**src/hw/rtl/tte_pkg.sv**
```systemverilog
// Shared types, constants and rounding helpers of the tether tension estimator.
// No dependencies; every other RTL file imports this package.
package tte_pkg;

    localparam int FRAC_BITS = 16;
    localparam int MAC_A_W   = 44;
    localparam int MAC_B_W   = 22;
    localparam int MAC_P_W   = 68;

    localparam logic signed [20:0] PI_F       = 21'sd205887;
    localparam logic signed [20:0] HALF_PI_F  = 21'sd102944;
    localparam logic signed [20:0] NHALF_PI_F = -21'sd102944;
    localparam logic signed [19:0] GAIN_F     = 20'sd39797;

    localparam logic [24:0] POLY_C2 = 25'd24560629;
    localparam logic [43:0] POLY_C1 = 44'd1190544792000;
    localparam logic [60:0] POLY_C0 = 61'd632326716600000;
    localparam logic [60:0] FP_HALF = 61'd8796093022208;

    localparam logic [19:0] OUT_LIMIT  = 20'hFFFFF;
    localparam logic [20:0] COMP_LIMIT = 21'h100000;
    localparam logic [16:0] ONE_F      = 17'h10000;
    localparam logic [31:0] COV_RESET  = 32'h10000;

    localparam logic [1:0] CFG_MASS   = 2'd0;
    localparam logic [1:0] CFG_QNOISE = 2'd1;
    localparam logic [1:0] CFG_RNOISE = 2'd2;

    typedef enum logic [2:0] {
        ST_IDLE,
        ST_TRIG,
        ST_PREP,
        ST_COMP,
        ST_SQUARE,
        ST_ROOT,
        ST_UPDATE,
        ST_DONE
    } state_t;

    typedef struct packed {
        logic                      en;
        logic                      acc;
        logic signed [MAC_A_W-1:0] a;
        logic signed [MAC_B_W-1:0] b;
    } mac_req_t;

    function automatic logic [15:0] atan_f(input logic [3:0] i);
        logic [15:0] v;
        unique case (i)
            4'd0:  v = 16'd51472;
            4'd1:  v = 16'd30386;
            4'd2:  v = 16'd16055;
            4'd3:  v = 16'd8150;
            4'd4:  v = 16'd4091;
            4'd5:  v = 16'd2047;
            4'd6:  v = 16'd1024;
            4'd7:  v = 16'd512;
            4'd8:  v = 16'd256;
            4'd9:  v = 16'd128;
            4'd10: v = 16'd64;
            4'd11: v = 16'd32;
            4'd12: v = 16'd16;
            4'd13: v = 16'd8;
            4'd14: v = 16'd4;
            4'd15: v = 16'd2;
        endcase
        return v;
    endfunction

    function automatic logic signed [51:0] rnd16(input logic signed [MAC_P_W-1:0] v);
        logic signed [MAC_P_W-1:0] t;
        t = v + 68'sd32768;
        return t[67:16];
    endfunction

    function automatic logic signed [27:0] rnd12(input logic signed [MAC_P_W-1:0] v);
        logic signed [MAC_P_W-1:0] t;
        t = v + 68'sd2048;
        return t[39:12];
    endfunction

    function automatic logic signed [27:0] rnd20(input logic signed [MAC_P_W-1:0] v);
        logic signed [MAC_P_W-1:0] t;
        t = v + 68'sd524288;
        return t[47:20];
    endfunction

endpackage

```
**src/hw/rtl/tte_sqrt.sv**
```systemverilog
// Iterative integer square root, one result bit per cycle (floor).
// Depends on tte_pkg only through the common import.
module tte_sqrt (
    input  logic        clk,
    input  logic        rst_n,
    input  logic        start,
    input  logic [41:0] radicand,
    output logic        done,
    output logic [20:0] root
);
    import tte_pkg::*;

    logic        busy_reg;
    logic        done_reg;
    logic [41:0] n_reg;
    logic [41:0] r_reg;
    logic [41:0] bit_reg;
    logic [41:0] trial;

    assign trial = r_reg + bit_reg;

    always_ff @(posedge clk or negedge rst_n)
    begin
        if (!rst_n)
        begin
            busy_reg <= 1'b0;
            done_reg <= 1'b0;
        end
        else
        begin
            done_reg <= 1'b0;
            if (start)
            begin
                busy_reg <= 1'b1;
            end
            else if (busy_reg && bit_reg[0])
            begin
                busy_reg <= 1'b0;
                done_reg <= 1'b1;
            end
        end
    end

    always_ff @(posedge clk)
    begin
        if (start)
        begin
            n_reg   <= radicand;
            r_reg   <= '0;
            bit_reg <= 42'd1 << 40;
        end
        else if (busy_reg)
        begin
            if (n_reg >= trial)
            begin
                n_reg <= n_reg - trial;
                r_reg <= (r_reg >> 1) + bit_reg;
            end
            else
            begin
                r_reg <= r_reg >> 1;
            end
            bit_reg <= bit_reg >> 2;
        end
    end

    assign done = done_reg;
    assign root = r_reg[20:0];
endmodule

```
**config.mk**
```make
export PLATFORM = sky130hd
export DESIGN_NAME = tte_sqrt
export DESIGN_NICKNAME = d
export VERILOG_FILES = /design/src/hw/rtl/tte_pkg.sv /design/src/hw/rtl/tte_sqrt.sv
export SDC_FILE = /design/constraint.sdc
export NUM_CORES = 1
export LEC_CHECK = 0
export ABC_AREA = 1
export BUFFER_PORTS_ARGS = -buffer_cell sky130_fd_sc_hd__buf_4
export CORE_MARGIN = 4
export CORE_UTILIZATION = 35
export CTS_BUF_LIST = sky130_fd_sc_hd__clkbuf_16
export DETAILED_ROUTE_END_ITERATION = 8
export GPL_TIMING_DRIVEN = 0
export PLACE_DENSITY = 0.53
export SYNTH_ARGS = -nofsm -noshare
export SYNTH_HDL_FRONTEND = slang
export SYNTH_SLANG_ARGS = --single-unit
```
**constraint.sdc**
```tcl
create_clock -name clk -period 5.4 [get_ports clk]
set_input_delay 1.08 -clock clk [delete_from_list [all_inputs] [get_ports clk]]
set_output_delay 1.08 -clock clk [all_outputs]
set_load 0.02 [all_outputs]
```
* After elaboration in Yosys (flattened, before gate mapping) *
Cells that the tools add are included.

storage, ports and cells
  bits in latches = 0
  RAM bits = 0
  logic and storage cells = 22
  register bits = 107
  output and inout bits = 22
  memory bits (read-only) = 0
  memories = 0

cells by class
  equality and inequality tests = 0
  multipliers = 0
  div/mod/pow operators = 0
  reductions and logical operators = 5
  magnitude comparators = 1
  bitwise operators = 0
  muxes and demuxes = 8
  shifts and indexed selects = 0
  add/sub/neg operators = 3

operators by type and width
  cell                                       number
  42-bit two-way mux                         4
  41-bit by 41-bit adder with 42-bit output  1
  42-bit by 41-bit adder with 42-bit output  1
  42-bit >= comparator                       1
  42-bit subtractor                          1
  2-bit nonzero test                         3
  1-bit two-way mux                          4
  2-bit AND reduction                        1
  1-bit logical AND                          1

* Logic depth before layout (Yosys ltp) *
Gate-level depths: netlist (run 1).

  depth in word-level cells = 5
  mapped depth = 28
  mapped depth without buffers = 27

* Worst setup path before layout (run 1) *
OpenSTA, ideal clock, no wires.

  kind = register to register
  from = reg r_reg[6]
  to = reg n_reg[0] (enable)
  required time = 5.000 ns
  slack = 0.974 ns
  setup time = 0.400 ns
  cell stages (with the launch flop) = 22
  data arrival time = 4.026 ns
  clock period less this slack = 4.426 ns
  cells stage by stage = dfxtp_1 > ha_1 > nand2_1 > o21ai_0 > a21o_1 > a21oi_1 > o21ai_0 > a21oi_1 > xor2_1 > ha_1 > nand2_1 > inv_1 > nand2_2 > nor2_2 > nand2_2 > nor2_4 > nand2_2 > nand2_4 > nor2_8 > nand2_8 > nand2_1 > nand2_1

on the way
  longest elaborated chain between the ends = 4

ends and longest elaborated chain
  element                                    RTL line        text
  start: declaration                         tte_sqrt.sv:16  logic [41:0] r_reg;
  start signal: assignment                   tte_sqrt.sv:57  r_reg <= (r_reg >> 1) + bit_reg;
  start signal: assignment                   tte_sqrt.sv:61  r_reg <= r_reg >> 1;
  42-bit by 41-bit adder with 42-bit output  tte_sqrt.sv:20  assign trial = r_reg + bit_reg;
  42-bit >= comparator                       tte_sqrt.sv:54  if (n_reg >= trial)
  2-bit nonzero test (no line)               --
  2-bit AND reduction (no line)              --
  end signal: assignment                     tte_sqrt.sv:48  n_reg <= radicand;
  end signal: assignment                     tte_sqrt.sv:56  n_reg <= n_reg - trial;
  end: declaration                           tte_sqrt.sv:15  logic [41:0] n_reg;

No other way between the ends.
A chain may end at the register's enable or synchronous reset.

* Worst setup path in the final report (run 1) *
  from = reg bit_reg[0]
  to = reg n_reg[13] (enable)

on the way
  longest elaborated chain between the ends = 4

ends and longest elaborated chain
  element                                    RTL line        text
  start: declaration                         tte_sqrt.sv:17  logic [41:0] bit_reg;
  start signal: assignment                   tte_sqrt.sv:50  bit_reg <= 42'd1 << 40;
  start signal: assignment                   tte_sqrt.sv:63  bit_reg <= bit_reg >> 2;
  42-bit by 41-bit adder with 42-bit output  tte_sqrt.sv:20
  42-bit >= comparator                       tte_sqrt.sv:54
  2-bit nonzero test (no line)               --
  2-bit AND reduction (no line)              --

No other way between the ends.

==> flow_metrics.env, run 1 <==
export IMPL_synth_xor_area_frac=0.05163
export IMPL_critPathArrivalTime_ns=5.19
export IMPL_cts_tree="done"
export IMPL_crit_family="simple AND/OR/NAND/NOR gates"
export IMPL_max_freq_mhz=195.6
export IMPL_synth_top_area_share=0.1982
export IMPL_ff2ff_setup_slack_ns=0.29
export IMPL_area_sequential_um2=2572
export IMPL_wl_per_cell_um=18.35
export IMPL_drcViolationCount=0
export IMPL_path_class="reg -> reg"
export IMPL_required_ns=5.48
export IMPL_cp_depth=23
export IMPL_place_area_um2=13120
export IMPL_cts_made_buffers=9
export IMPL_syn_area_per_cell_um2=5.968
export IMPL_hp_class="in -> async"
export IMPL_rr_startpoint="bit_reg[0]$_SDFFE_PP0P_"
export IMPL_postLayoutCellArea_um2=13450
export IMPL_power_density_nw_per_um2=526.8
export IMPL_multi_input_area_um2=8203
export IMPL_synth_adder_area_share=0.09100
export IMPL_clkLatencyLatePin_ns=0.38
export IMPL_gp_congestion=0.9522
export IMPL_r2r_end="n_reg[13]$_DFFE_PP_"
export IMPL_final_nets=2228
export IMPL_cts_root_buf="clkbuf_16"
export IMPL_syn_inst=2018
export IMPL_grt_pass1_vias=12885
export IMPL_critPathLaunch="bit_reg[0]$_SDFFE_PP0P_"
export IMPL_drt_initial_drc_count=875
export IMPL_dr_pass1_iters=6
export IMPL_clkTransAtPathRegs_ns=0.08
export IMPL_grt_pass1_wl_um=71810
export IMPL_core_area_um2=33700
export IMPL_cp_common_cell="nand2_1"
export IMPL_setup_viol=0
export IMPL_cp_end_kind="register"
export IMPL_ys_types=48
export IMPL_grt_ovfl_total=0
export IMPL_n_antenna_cell=0
export IMPL_crit_buf_inv=1
export IMPL_ys_top_cells_by_area="nand2_1 20%, dfxtp_1 10%, edfxtp_1 10%"
export IMPL_fillers=3816
export IMPL_status="finished clean"
export IMPL_period_needed_ns=5.113
export IMPL_vias=13156
export IMPL_slew_viol_final=0
export IMPL_peakVddDrop_uv=235.4
export IMPL_synth_edf_count=42
export IMPL_crit_slowest_cell="dfxtp_1"
export IMPL_cts_sinks=107
export IMPL_synthSimpleGateAreaFrac=0.4037
export IMPL_cpPeakStageDelay_ns=0.57
export IMPL_vias_per_cell=5.161
export IMPL_dieHeight_um=193.5
export IMPL_postCtsSetupBuffers=0
export IMPL_cts_buffer_depth=2
export IMPL_initial_core_util=0.3574
export IMPL_syn_cell_area_um2=12040
export IMPL_met2_length_um=22700
export IMPL_rows=67
export IMPL_ant_nets=0
export IMPL_muxShareOfSynthArea=0
export IMPL_ys_flop_type="dfxtp_1"
export IMPL_rr_worst_depth=23
export IMPL_io_pins=67
export IMPL_synth_top_area_cell="nand2_1"
export IMPL_area_delta_synth_final_pct=11.64
export IMPL_dr_max_layer_used="met4"
export IMPL_syn_num_nets=2150
export IMPL_drive_gt1_frac=0.08329
export IMPL_antenna_found_initial=0
export IMPL_skew_ns=0.01354
export IMPL_start_kind="register"
export IMPL_grt_total_usage=0.2432
export IMPL_p_total_mw=7.083
export IMPL_die_area_um2=37440
export IMPL_endpoint="n_reg[13]$_DFFE_PP_"
export IMPL_yosysWarnings=0
export IMPL_hold_violations=0
export IMPL_port_buffers=66
export IMPL_yosys_register_bits=107
export IMPL_rsz0062_at_grt="false"
export IMPL_ys_seq_area_frac=0.2136
export IMPL_grt_max_degree=26
export IMPL_h_tree_depth=3
export IMPL_post_dp_hpwl_um=39750
export IMPL_cp_max_fo=25
export IMPL_wl_met3_um=1688
export IMPL_tightestPinTransition_ns=1.128
export IMPL_async_flop_share=0.01869
export IMPL_slew_headroom=0.2477
export IMPL_post_route_period_util=0.9468
export IMPL_met1Wirelength_um=20590
export IMPL_die_w_um=193.5
export IMPL_synth_compound_area_frac=0.1331
export IMPL_synth_top_family_by_area="simple AND/OR/NAND/NOR gates"
export IMPL_path_cells="ha_1, ha_1, nand2_1, o21ai_0, nand2_1, nand2_1, nand2_1, nand2_1, a21oi_1, o21bai_1, xnor2_1, ha_1, nand4_2, nor2_2, nand2_2, nor2_4, nand2_2, nand2_4, nor2_8, nand2_8, nand2_1, nand2_8, buf_12"
export IMPL_p_leak_nw=5.960
export IMPL_drv_cap=0
export IMPL_routed_wl_um=46760
==> cells in the final DEF, fill, tap and decap left out, types with 3 or more instances in the layout <==
cell / n
a21boi_0: 4
a21o_1: 7
a21oi_1: 142
a31oi_1: 5
and2_1: 4
and3_1: 3
buf_2: 16
buf_4: 90
clkbuf_1: 26
clkbuf_16: 9
dfxtp_1: 63
edfxtp_1: 42
ha_1: 86
inv_1: 228
inv_2: 12
inv_6: 3
nand2_1: 635
nand2_2: 9
nand3_1: 176
nand3b_1: 21
nand4_1: 14
nor2_1: 208
nor2_2: 4
nor3_1: 34
nor4_1: 10
o21a_1: 3
o21ai_0: 108
o21ai_1: 9
o21bai_1: 13
o22ai_1: 3
or2_2: 12
xnor2_1: 30
xor2_1: 41
==> layer usage <==
metal / GRT usage / vias up
met2: 0.4342 / 321
met3: 0.01792 / 75
li1: - / 6725
met4: 0.08838 / 0
met1: 0.3081 / 6035
met5: 0 / -
==> Yosys cell counts (7+ instances only) <==
cell type / n
nand2_1: 636
inv_1: 228
nor2_1: 208
nand3_1: 176
a21oi_1: 143
o21ai_0: 109
ha_1: 86
dfxtp_1: 63
edfxtp_1: 42
xor2_1: 41
nor3_1: 34
xnor2_1: 30
clkbuf_1: 26
buf_4: 24
nand3b_1: 21
buf_2: 16
nand4_1: 14
o21bai_1: 13
inv_2: 12
or2_2: 12
nor4_1: 10
nand2_2: 9
o21ai_1: 8
a21o_1: 7
==> final cells by class <==
class / instances / area share
Tap cell: 448 / 0.04169
Buffer: 70 / 0.02885
Timing Repair Buffer: 67 / 0.03834
Sequential cell: 107 / 0.1913
Multi-Input combinational cell: 1601 / 0.6101
Clock inverter: 7 / 0.005956
Clock buffer: 9 / 0.01675
Inverter: 240 / 0.06700
==> per-stage QoR <==
| step | util | setup TNS, ns | setup WS [ns] | hold slack (ns) | cells |
|---|---|---|---|---|---|
| final | 0.3990 | 0 | 0.2871 | 0.4739 | 2549 |
| after global routing | 0.3990 | 0 | 0.002315 | 0.4554 | 2549 |
| after CTS | 0.3985 | 0 | 0.02567 | 0.4566 | 2549 |
| after detailed placement | 0.3894 | 0 | 0.02547 | 0.5081 | 2533 |
| after global placement | 0.3887 | -39.43 | -0.9436 | 0.5030 | 2532 |
| after floorplan | - | 0 | 0.9738 | 0.4504 | 2018 |
==> report_power, final <==
| group | internal, mW | leakage, nW | switching, mW |
|---|---|---|---|
| clock | 0.368 | 0.149 | 0.351 |
| combinational | 1.74 | 4.84 | 3.14 |
| sequential | 1.21 | 0.975 | 0.265 |
| total | 3.32 | 5.96 | 3.76 |
==> what timing repair did <==
| item | 4_1_cts | 5_1_grt |
|---|---|---|
| hold buffers | 0 | 0 |
| resized for setup | 1 | 3 |
| endpoints found under the setup margin | 19 | 42 |
==> cells by family after synthesis <==
group	after synthesis
adders and majority gates	87
and+or+nand+nor	1142
DFF	107
buffers and inverters	310
AOI/OAI and AO/OA	301
xor gates and xnor gates	71
==> how the worst min path moves through the flow <==
| stage | from | to | slack, ns | cells past startpoint |
|---|---|---|---|---|
| 6_report | rst_n | done$_DFF_PN0_ | 0.47 | 1 |
| 5_1_grt | rst_n | done$_DFF_PN0_ | 0.46 | 1 |
| 4_1_cts | rst_n | done$_DFF_PN0_ | 0.46 | 1 |
| 3_5_place_dp | bit_reg[40]$_SDFFE_PP1P_ | bit_reg[38]$_SDFFE_PP0P_ | 0.51 | 2 |
| 3_3_place_gp | bit_reg[40]$_SDFFE_PP1P_ | bit_reg[38]$_SDFFE_PP0P_ | 0.50 | 2 |
| 2_1_floorplan | bit_reg[0]$_SDFFE_PP0P_ | done$_DFF_PN0_ | 0.45 | 2 |
Note: power is estimated with default switching activity, not from simulation.
==> inputs of run 2 (changes only) <==
--- a/config.mk
+++ b/config.mk
@@ -7,12 +7,15 @@
 export LEC_CHECK = 0
 export ABC_AREA = 1
 export BUFFER_PORTS_ARGS = -buffer_cell sky130_fd_sc_hd__buf_4
+export CAP_MARGIN = 20
 export CORE_MARGIN = 4
 export CORE_UTILIZATION = 35
 export CTS_BUF_LIST = sky130_fd_sc_hd__clkbuf_16
 export DETAILED_ROUTE_END_ITERATION = 8
 export GPL_TIMING_DRIVEN = 0
 export PLACE_DENSITY = 0.53
+export SETUP_SLACK_MARGIN = 0.4
+export SLEW_MARGIN = 25
 export SYNTH_ARGS = -nofsm -noshare
 export SYNTH_HDL_FRONTEND = slang
 export SYNTH_SLANG_ARGS = --single-unit
==> flow_metrics.env, run 2 (synthesized netlist as in run 1, its figures left out) <==
export IMPL_status="finished clean"
export IMPL_rr_startpoint="r_reg[22]$_SDFFE_PP0P_"
export IMPL_vias=13137
export IMPL_area_delta_synth_final_pct=11.64
export IMPL_postCtsSetupBuffers=0
export IMPL_io_pins=67
export IMPL_hold_violations=0
export IMPL_placedCellCount=2532
export IMPL_pre_cts_slack_ns=0.1588
export IMPL_setup_slack_ns=0.6483
export IMPL_port_buffers=66
export IMPL_rows=67
export IMPL_postLayoutCellArea_um2=13450
export IMPL_cpPeakStageDelay_ns=0.55
export IMPL_cts_made_buffers=9
export IMPL_clkLatencyLatePin_ns=0.39
export IMPL_cp_end_kind="register"
export IMPL_post_route_period_util=0.8799
export IMPL_rr_worst_depth=21
export IMPL_final_nets=2228
export IMPL_dr_pass1_iters=5
export IMPL_setup_viol=0
export IMPL_max_freq_mhz=210.5
export IMPL_grt_total_usage=0.2437
export IMPL_grt_ovfl_total=0
export IMPL_wl_per_cell_um=18.42
export IMPL_p_total_mw=7.060
export IMPL_peakVddDrop_uv=240.3
export IMPL_routed_wl_um=46960
export IMPL_critPathLaunch="r_reg[22]$_SDFFE_PP0P_"
export IMPL_drt_initial_drc_count=786
export IMPL_endpoint="n_reg[4]$_DFFE_PP_"
export IMPL_hp_class="in -> async"
export IMPL_gp_congestion=0.9522
export IMPL_antenna_found_initial=0
export IMPL_grt_pass1_vias=12842
export IMPL_layout_commonest_cell="nand2_1"
export IMPL_final_cell_mix="634 x nand2_1, 228 x inv_1, 208 x nor2_1, 176 x nand3_1, 142 x a21oi_1"
export IMPL_tightestPinTransition_ns=0.8339
export IMPL_p_leak_nw=5.943
export IMPL_cp_common_cell="nand2_2"
export IMPL_die_w_um=193.5
export IMPL_drcViolationCount=0
export IMPL_cts_tree="done"
export IMPL_cts_sinks=107
export IMPL_crit_slowest_cell="dfxtp_1"
export IMPL_ff2ff_setup_slack_ns=0.65
export IMPL_skew_ns=0.01607
export IMPL_slew_viol_final=0
export IMPL_area_sequential_um2=2575
export IMPL_initial_core_util=0.3574
export IMPL_cts_root_buf="clkbuf_16"
export IMPL_critPathArrivalTime_ns=4.82
export IMPL_multi_input_area_um2=8243
export IMPL_start_kind="register"
export IMPL_dieHeight_um=193.5
export IMPL_path_cells="ha_1, nand2_1, o21ai_0, nand3_1, nand2_1, a221oi_2, nand3_1, xnor2_1, ha_1, nand2_1, inv_2, nand2_2, nor2_2, nand2_2, nor2_4, nand2_2, nand2_4, nor2_8, nand2_8, nand2_2, nand2_8"
export IMPL_fillers=3830
export IMPL_layout_cells_non_filler=2549
export IMPL_slew_headroom=0.4441
export IMPL_period_needed_ns=4.752
export IMPL_hold_buffers=0
export IMPL_grt_max_degree=22
export IMPL_required_ns=5.46
export IMPL_n_antenna_cell=0
export IMPL_path_class="reg -> reg"
export IMPL_rsz0062_at_grt="false"
export IMPL_h_tree_depth=3
export IMPL_fin_tns_setup_ns=0
export IMPL_grt_pass1_wl_um=71540
export IMPL_post_dp_hpwl_um=39440
export IMPL_cts_buffer_depth=2
export IMPL_drive_gt1_frac=0.08615
export IMPL_place_area_um2=13110
export IMPL_cp_max_fo=21
export IMPL_r2r_end="n_reg[4]$_DFFE_PP_"
export IMPL_ant_nets=0
export IMPL_power_density_nw_per_um2=525.1
export IMPL_die_area_um2=37440
export IMPL_core_area_um2=33700
export IMPL_vias_per_cell=5.154
export IMPL_clkTransAtPathRegs_ns=0.08
export IMPL_drv_cap=0
-- run 2: stage by stage --
step / util / hold WS, ns
after floorplan: - / 0.4504
after global placement: 0.3887 / 0.5030
after detailed placement: 0.3890 / 0.5105
after CTS: 0.3982 / 0.4536
after global routing: 0.3990 / 0.4577
final: 0.3990 / 0.4623
-- run 2: report_power, final --
group          internal (mW)  switching, mW
sequential              1.22          0.265
combinational           1.73           3.17
clock                  0.320          0.359
-- run 2: worst min path at each step --
stage / from / to / slack [ns] / cells after the start
floorplan: bit_reg[0]$_SDFFE_PP0P_ / done$_DFF_PN0_ / 0.45 / 2
global placement: bit_reg[40]$_SDFFE_PP1P_ / bit_reg[38]$_SDFFE_PP0P_ / 0.50 / 2
detailed placement: r_reg[39]$_SDFFE_PP0P_ / r_reg[39]$_SDFFE_PP0P_ / 0.51 / 2
CTS: rst_n / done$_DFF_PN0_ / 0.45 / 1
global route: rst_n / done$_DFF_PN0_ / 0.46 / 1
finish: rst_n / done$_DFF_PN0_ / 0.46 / 1
-- run 2: cell type report --
| cell class | instances | area share |
|---|---|---|
| Clock buffer | 9 | 0.01675 |
| Timing Repair Buffer | 66 | 0.03685 |
| Tap cell | 448 | 0.04169 |
| Buffer | 70 | 0.02894 |
| Clock inverter | 7 | 0.004188 |
| Sequential cell | 107 | 0.1915 |
| Inverter | 240 | 0.06700 |
| Multi-Input combinational cell | 1602 | 0.6131 |
-- run 2: timing repair --
action                                  in CTS  in global routing
gates cloned                                 1                  0
gates resized for setup                      4                  9
endpoints found under the hold margin        0                  0
endpoints found under the setup margin      42                 72
-- run 2: worst max-delay path: cells and delay by family, from the launching register on --
family,cells,cell delay [ns]
adder cells (fa/ha/maj),2,0.76
XOR/XNOR,1,0.24
AND/OR/NAND/NOR,15,2.17
flip-flops,1,0.55
AO/OA/AOI/OAI,2,0.61
buffers and inverters,1,0.08
-- run 2: layer usage --
metal,global-route usage,vias to the layer above,routed length [µm]
met4,0.1028,0,1869
met2,0.4299,328,22710
met1,0.3075,6024,20640
li1,-,6714,-
met3,0.01739,71,1739
met5,0,-,0
==> inputs of run 3 (changes only) <==
--- a/config.mk
+++ b/config.mk
@@ -8,6 +8,7 @@
 export ABC_AREA = 1
 export BUFFER_PORTS_ARGS = -buffer_cell sky130_fd_sc_hd__buf_4
 export CAP_MARGIN = 20
+export CORE_ASPECT_RATIO = 1.4
 export CORE_MARGIN = 4
 export CORE_UTILIZATION = 35
 export CTS_BUF_LIST = sky130_fd_sc_hd__clkbuf_16
==> flow_metrics.env, run 3 (synthesized netlist as in run 1, its figures left out) <==
export IMPL_status="finished clean"
export IMPL_dieHeight_um=227.5
export IMPL_path_class="reg -> reg"
export IMPL_drcViolationCount=0
export IMPL_vias_per_cell=5.125
export IMPL_gp_congestion=0.9529
export IMPL_crit_buf_inv=0
export IMPL_met1Wirelength_um=18820
export IMPL_pwr_share_comb=0.691
export IMPL_n_antenna_cell=0
export IMPL_path_cells="ha_1, nand2_1, o21ai_0, a21oi_1, o21ai_0, a21oi_1, o21bai_1, xor2_1, ha_1, nand2_1, nor2_1, nand2_1, nor2_1, nand4_1, nand3_1, nand2_1, nand3_1, nand2_1"
export IMPL_ant_nets=0
export IMPL_crit_slowest_cell="o21ai_0"
export IMPL_grt_max_degree=22
export IMPL_rsz0062_at_grt="false"
export IMPL_cp_end_kind="register"
export IMPL_wl_met3_um=1132
export IMPL_h_tree_depth=3
export IMPL_max_freq_mhz=210.8
export IMPL_cts_sinks=107
export IMPL_cts_root_buf="clkbuf_16"
export IMPL_dr_pass1_iters=5
export IMPL_area_sequential_um2=2575
export IMPL_slew_viol_final=0
export IMPL_crit_family="simple AND/OR/NAND/NOR gates"
export IMPL_post_dp_hpwl_um=41210
export IMPL_cts_buffer_depth=2
export IMPL_multi_input_area_um2=8240
export IMPL_initial_core_util=0.3539
export IMPL_hold_buffers=0
export IMPL_setup_viol=0
export IMPL_skew_ns=0.01523
export IMPL_postLayoutCoreUtil=0.3961
export IMPL_slew_headroom=0.4164
export IMPL_critPathArrivalTime_ns=4.87
export IMPL_hold_violations=0
export IMPL_post_route_period_util=0.8786
export IMPL_drive_gt1_frac=0.08520
export IMPL_fin_tns_setup_ns=0
export IMPL_p_int_mw=3.339
export IMPL_cts_made_buffers=9
export IMPL_clkLatencyLatePin_ns=0.39
export IMPL_final_cell_mix="634 x nand2_1, 230 x inv_1, 208 x nor2_1, 176 x nand3_1, 142 x a21oi_1"
export IMPL_p_leak_nw=5.974
export IMPL_fillers=3923
export IMPL_period_needed_ns=4.744
export IMPL_final_nets=2228
export IMPL_drv_cap=0
export IMPL_area_delta_synth_final_pct=11.92
export IMPL_io_pins=67
export IMPL_clock_power_share=0.102
export IMPL_grt_pass1_vias=13395
export IMPL_die_w_um=164.8
export IMPL_netSwitchingFraction=0.5333
export IMPL_grt_pass1_wl_um=73490
export IMPL_met2_length_um=25400
export IMPL_wl_per_cell_um=19.08
export IMPL_antenna_found_initial=0
export IMPL_seq_power_share=0.206
export IMPL_start_kind="register"
export IMPL_peakVddDrop_uv=223.8
export IMPL_drt_initial_drc_count=720
export IMPL_rows=80
export IMPL_clkTransAtPathRegs_ns=0.08
export IMPL_power_switching_mw=3.815
export IMPL_cp_max_fo=6
export IMPL_tightestPinTransition_ns=0.8754
export IMPL_grt_ovfl_total=0
export IMPL_hp_class="in -> async"
export IMPL_core_area_um2=34030
export IMPL_die_area_um2=37490
export IMPL_cpPeakStageDelay_ns=0.47
export IMPL_routed_wl_um=48700
export IMPL_vias=13080
export IMPL_layout_commonest_cell="nand2_1"
export IMPL_port_buffers=66
export IMPL_grt_total_usage=0.2610
export IMPL_required_ns=5.53
export IMPL_dr_max_layer_used="met4"
export IMPL_cts_tree="done"
export IMPL_power_density_nw_per_um2=530.8
export IMPL_cp_common_cell="nand2_1"
## run 3: power by group through the flow
stage	clock network [mW]	logic, mW	registers (mW)
final	0.732	4.95	1.48
after CTS	0.744	4.94	1.47
after global placement	0	4.84	1.50
after floorplan	0	3.56	1.38
after detailed placement	0	4.86	1.49
after global routing	0.771	5.55	1.51
## run 3: what timing repair did
action,4_1_cts,5_1_grt
setup endpoints to repair,49,62
buffers inserted,0,0
gates resized for setup,8,5
gates cloned,1,0
## run 3: layer usage
metal	track usage	up-vias
met3	0.02065	119
li1	-	6711
met5	0	-
met1	0.2738	5964
met2	0.4973	286
met4	0.1611	0
## run 3: layout make-up
type	count	share of cell area
inverter	240	0.06683
timing repair buffer	66	0.03676
multi-input combinational	1602	0.6113
clock inverter	6	0.004734
tap	451	0.04186
clock buffer	10	0.01856
sequential	107	0.1910
buffer	70	0.02887
## run 3: metrics by stage
stage	total power, mW	cell area [µm²]	instances	hold slack (ns)	worst slack, ns
global placement	6.343	13100	2535	0.5038	-1.126
finish	7.155	13480	2552	0.4641	0.6558
CTS	7.151	13460	2552	0.4536	0.4626
detailed placement	6.347	13110	2535	0.4993	-0.03173
global route	7.828	13480	2552	0.4538	0.4736
floorplan	4.931	12040	2018	0.4504	0.9738
## run 3: worst paths after layout
kind                                        startpoint                    end  slack, ns  cells after the start
worst max register to register  r_reg[14]$_SDFFE_PP0P_    n_reg[33]$_DFFE_PP_       0.66                     18
max in group asynchronous                        rst_n   busy_reg$_DFFE_PN0P_       4.85                      1
min in group clk                 r_reg[0]$_SDFFE_PP0P_  r_reg[0]$_SDFFE_PP0P_       0.51                      2
worst min register to register   r_reg[0]$_SDFFE_PP0P_  r_reg[0]$_SDFFE_PP0P_       0.51                      2
worst min-delay path                             rst_n         done$_DFF_PN0_       0.46                      1
worst max-delay path            r_reg[14]$_SDFFE_PP0P_    n_reg[33]$_DFFE_PP_       0.66                     18
